==> src/bfa_pkg.sv <==
package bfa_pkg;

  localparam int unsigned NumFramesDef  = 32768;
  localparam int unsigned FrameBytesDef = 4096;

  localparam int unsigned WordBits = 32;
  localparam int unsigned BitIdxW  = 5;
  localparam int unsigned CmdW     = 2;
  localparam int unsigned PhysW    = 32;
  localparam int unsigned AddrOutW = 27;
  localparam int unsigned CountOutW = 16;

  localparam int unsigned InTdataW  = 40;
  localparam int unsigned OutTdataW = 48;

  typedef enum logic [CmdW-1:0] {
    CMD_ALLOC   = 2'd0,
    CMD_FREE    = 2'd1,
    CMD_RESERVE = 2'd2
  } cmd_e;

  typedef enum logic [1:0] {
    ST_CLEAR,
    ST_IDLE,
    ST_EVAL,
    ST_DONE
  } state_e;

  typedef struct packed {
    logic               found;
    logic [BitIdxW-1:0] bit_idx;
  } find_res_t;

endpackage

==> src/bfa_find_zero.sv <==
module bfa_find_zero (
  input  logic [bfa_pkg::WordBits-1:0] word_i,
  output bfa_pkg::find_res_t           res_o
);
  import bfa_pkg::*;

  always_comb begin
    res_o = '0;
    for (int i = WordBits - 1; i >= 0; i--) begin
      if (!word_i[i]) begin
        res_o.found   = 1'b1;
        res_o.bit_idx = BitIdxW'(i);
      end
    end
  end

endmodule

==> config.mk <==
export PLATFORM = sky130hd
export DESIGN_NAME = bfa_find_zero
export DESIGN_NICKNAME = d
export VERILOG_FILES = /design/src/bfa_pkg.sv /design/src/bfa_find_zero.sv
export SDC_FILE = /design/constraint.sdc
export NUM_CORES = 1
export LEC_CHECK = 0
export BUFFER_PORTS_ARGS = -buffer_cell sky130_fd_sc_hd__buf_2
export CAP_MARGIN = 5
export CORE_AREA = 2 2 39 41
export DETAILED_ROUTE_END_ITERATION = 8
export DIE_AREA = 0 0 41 43
export GPL_TIMING_DRIVEN = 0
export PLACE_DENSITY = 0.78
export SYNTH_ARGS = -nofsm -noshare
export SYNTH_HDL_FRONTEND = slang
export SYNTH_SLANG_ARGS = --single-unit
==> constraint.sdc <==
create_clock -name vclk -period 1.1
set_input_delay 0.22 -clock vclk [all_inputs]
set_output_delay 0.22 -clock vclk [all_outputs]
set_load 0.01 [all_outputs]
==> impl_metrics.json <==
{
  "drtIter0Drc": 11,
  "vdd_drop_max_v": 0.000136,
  "synthesis.nets": 100,
  "grt.total_usage_pct": 19.5,
  "synth_area_leaders": "nand4_1 15%, nand2_1 9.8%, a21oi_1 9.2%, inv_1 6.9%, a31oi_1 6.5%",
  "hold_violations": 0,
  "netlist_area_um2": 383,
  "grt_start_max_net_pins": 6,
  "n_antenna_cell": 0,
  "clock.fmax_mhz": 715,
  "dp.cells": 122,
  "rsz0062_at_grt": "true",
  "seq_area_um2": 0,
  "gp_congestion": 0.732,
  "via_per_inst": 5.43,
  "finalMaxSlewViolations": 0,
  "dpl.hpwl_um": 1130,
  "clockBufferCount": 0,
  "layout-area-overhead-vs-synth_pct": 115,
  "cap_violations": 0,
  "pre_cts_slack_ps": -388,
  "ios": 38,
  "initial_utilization_pct": 27.7,
  "vias": 706,
  "cp-end-kind": "primary output",
  "startpoint": "word_i[0]",
  "min_from": "word_i[0]",
  "setup_viol": 6,
  "fin_ws_ps": -298,
  "multi_input_area_um2": 414,
  "min_path_type": "in2out",
  "final_common_cell": "buf_2",
  "port_buffers": 38,
  "overflow": 0,
  "fp.dieW_um": 41,
  "startpoint_type": "input pin",
  "yosysUniqueCellTypes": 24,
  "maxSlewHeadroom_pct": 84.4,
  "die_h_um": 43,
  "violations": "setup timing",
  "synthCells": 68,
  "antenna_found_initial": 0,
  "final_cell_mix": "21 x buf_2, 13 x buf_6, 9 x nand4_1, 9 x buf_4",
  "finalCriticalPeriod_ps": 1400,
  "required_ps": 880,
  "dieArea_mm2": 0.00176,
  "routed_wl_um": 1550,
  "drtPass1Iterations": 4,
  "grt_pass1_vias": 716,
  "ant_nets": 0,
  "power.density_mw_per_mm2": 280,
  "synth_warnings": 0,
  "rows": 14,
  "yosysTopAreaCellShare_pct": 14.7,
  "design.seq.count": 0,
  "holdBufCountCts": 0,
  "stdcell_area_um2": 825,
  "crit_type": "in2out",
  "yosysSeqAreaShare_pct": 0,
  "fin_cells": 130,
  "arrival_ps": 1180,
  "grt_pass1_wl_um": 2520,
  "dpl_cell_area_um2": 621,
  "core_mm2": 0.00138,
  "syn_avg_cell_area_um2": 5.63,
  "period_share_pct": 127,
  "fillers": 142,
  "critPathMaxFanout": 3,
  "status": "finished with violations",
  "synth_largest_area_cell": "nand4_1",
  "p_leak_uw": 0.000396,
  "nNetsFinal": 148,
  "layout-drive-gt1-share_pct": 52.6,
  "worstMarginPinSlew_ps": 231,
  "wl_per_cell_um": 11.9,
  "drcViolationCount": 0
}
==> metal layers <==
layer | track usage, % | vias to the layer above | share of wire, %
met5 | 0 | - | 0
met4 | 6.00 | 0 | 0.90
met3 | 1.57 | 2 | 5.7
met2 | 38.4 | 28 | 58
met1 | 19.2 | 318 | 35
li1 | - | 358 | -
==> worst max-delay path: stages <==
cell	delay [ps]
buf_6	70
nand4_1	110
or3_4	450
nor3_4	140
nand2_2	60
buf_6	120
==> final cells by class <==
cell class	instances	area share, %
multi-input cells	61	50.2
repair buffers	46	44.2
inverters	7	3.19
well taps	16	2.43
==> repair_timing <==
action	4_1_cts	5_1_grt
gates resized for setup	29	2
buffers inserted	8	0
setup endpoints to repair	6	6
pin swaps	19	5
endpoints found under the hold margin	0	0
==> power breakdown <==
group	leakage (µW)	switching (µW)	internal [µW]
combinational	0.000396	105	126
sequential	0	0	0
clock	0	0	0
total	0.000396	105	126
==> per-stage QoR <==
stage | power (µW) | util, % | hold WS (ps) | TNS, ps
2_1_floorplan | 58.2 | - | 553 | -315
3_5_place_dp | 164 | 44.8 | 803 | -1810
4_1_cts | 222 | 58.9 | 783 | -1370
3_3_place_gp | 159 | 44.8 | 804 | -1750
6_report | 231 | 59.6 | 781 | -1380
5_1_grt | 253 | 59.6 | 827 | -1810
==> logic make-up after synthesis <==
group | count (synthesis) | share of synthesized area (%)
AND/OR/NAND/NOR | 35 | 52.6
AO/OA/AOI/OAI | 26 | 40.5
buffers and inverters | 7 | 6.86
==> path summary, 6_finish.rpt <==
kind                  endpoint  slack, ps  cells past startpoint
worst max-delay path  res_o[5]       -300                      6
worst min-delay path  res_o[0]        780                      4
==> synthesized netlist by cell type <==
cell	n
o211ai_1	2
nor2b_1	1
nor4_2	1
nand4_1	9
nand3_1	3
a221oi_1	1
o21bai_1	1
or3_1	1
a21o_1	1
nor3_1	1
inv_1	7
or3_4	1
nor2_1	4
a211oi_1	1
and4_1	1
nor3_2	1
o2111ai_1	1
a21oi_1	7
nand2_4	1
o21ai_1	3
nand2_2	1
o21ai_0	5
a31oi_1	4
nand2_1	10
(Power assumes the default switching activity.)
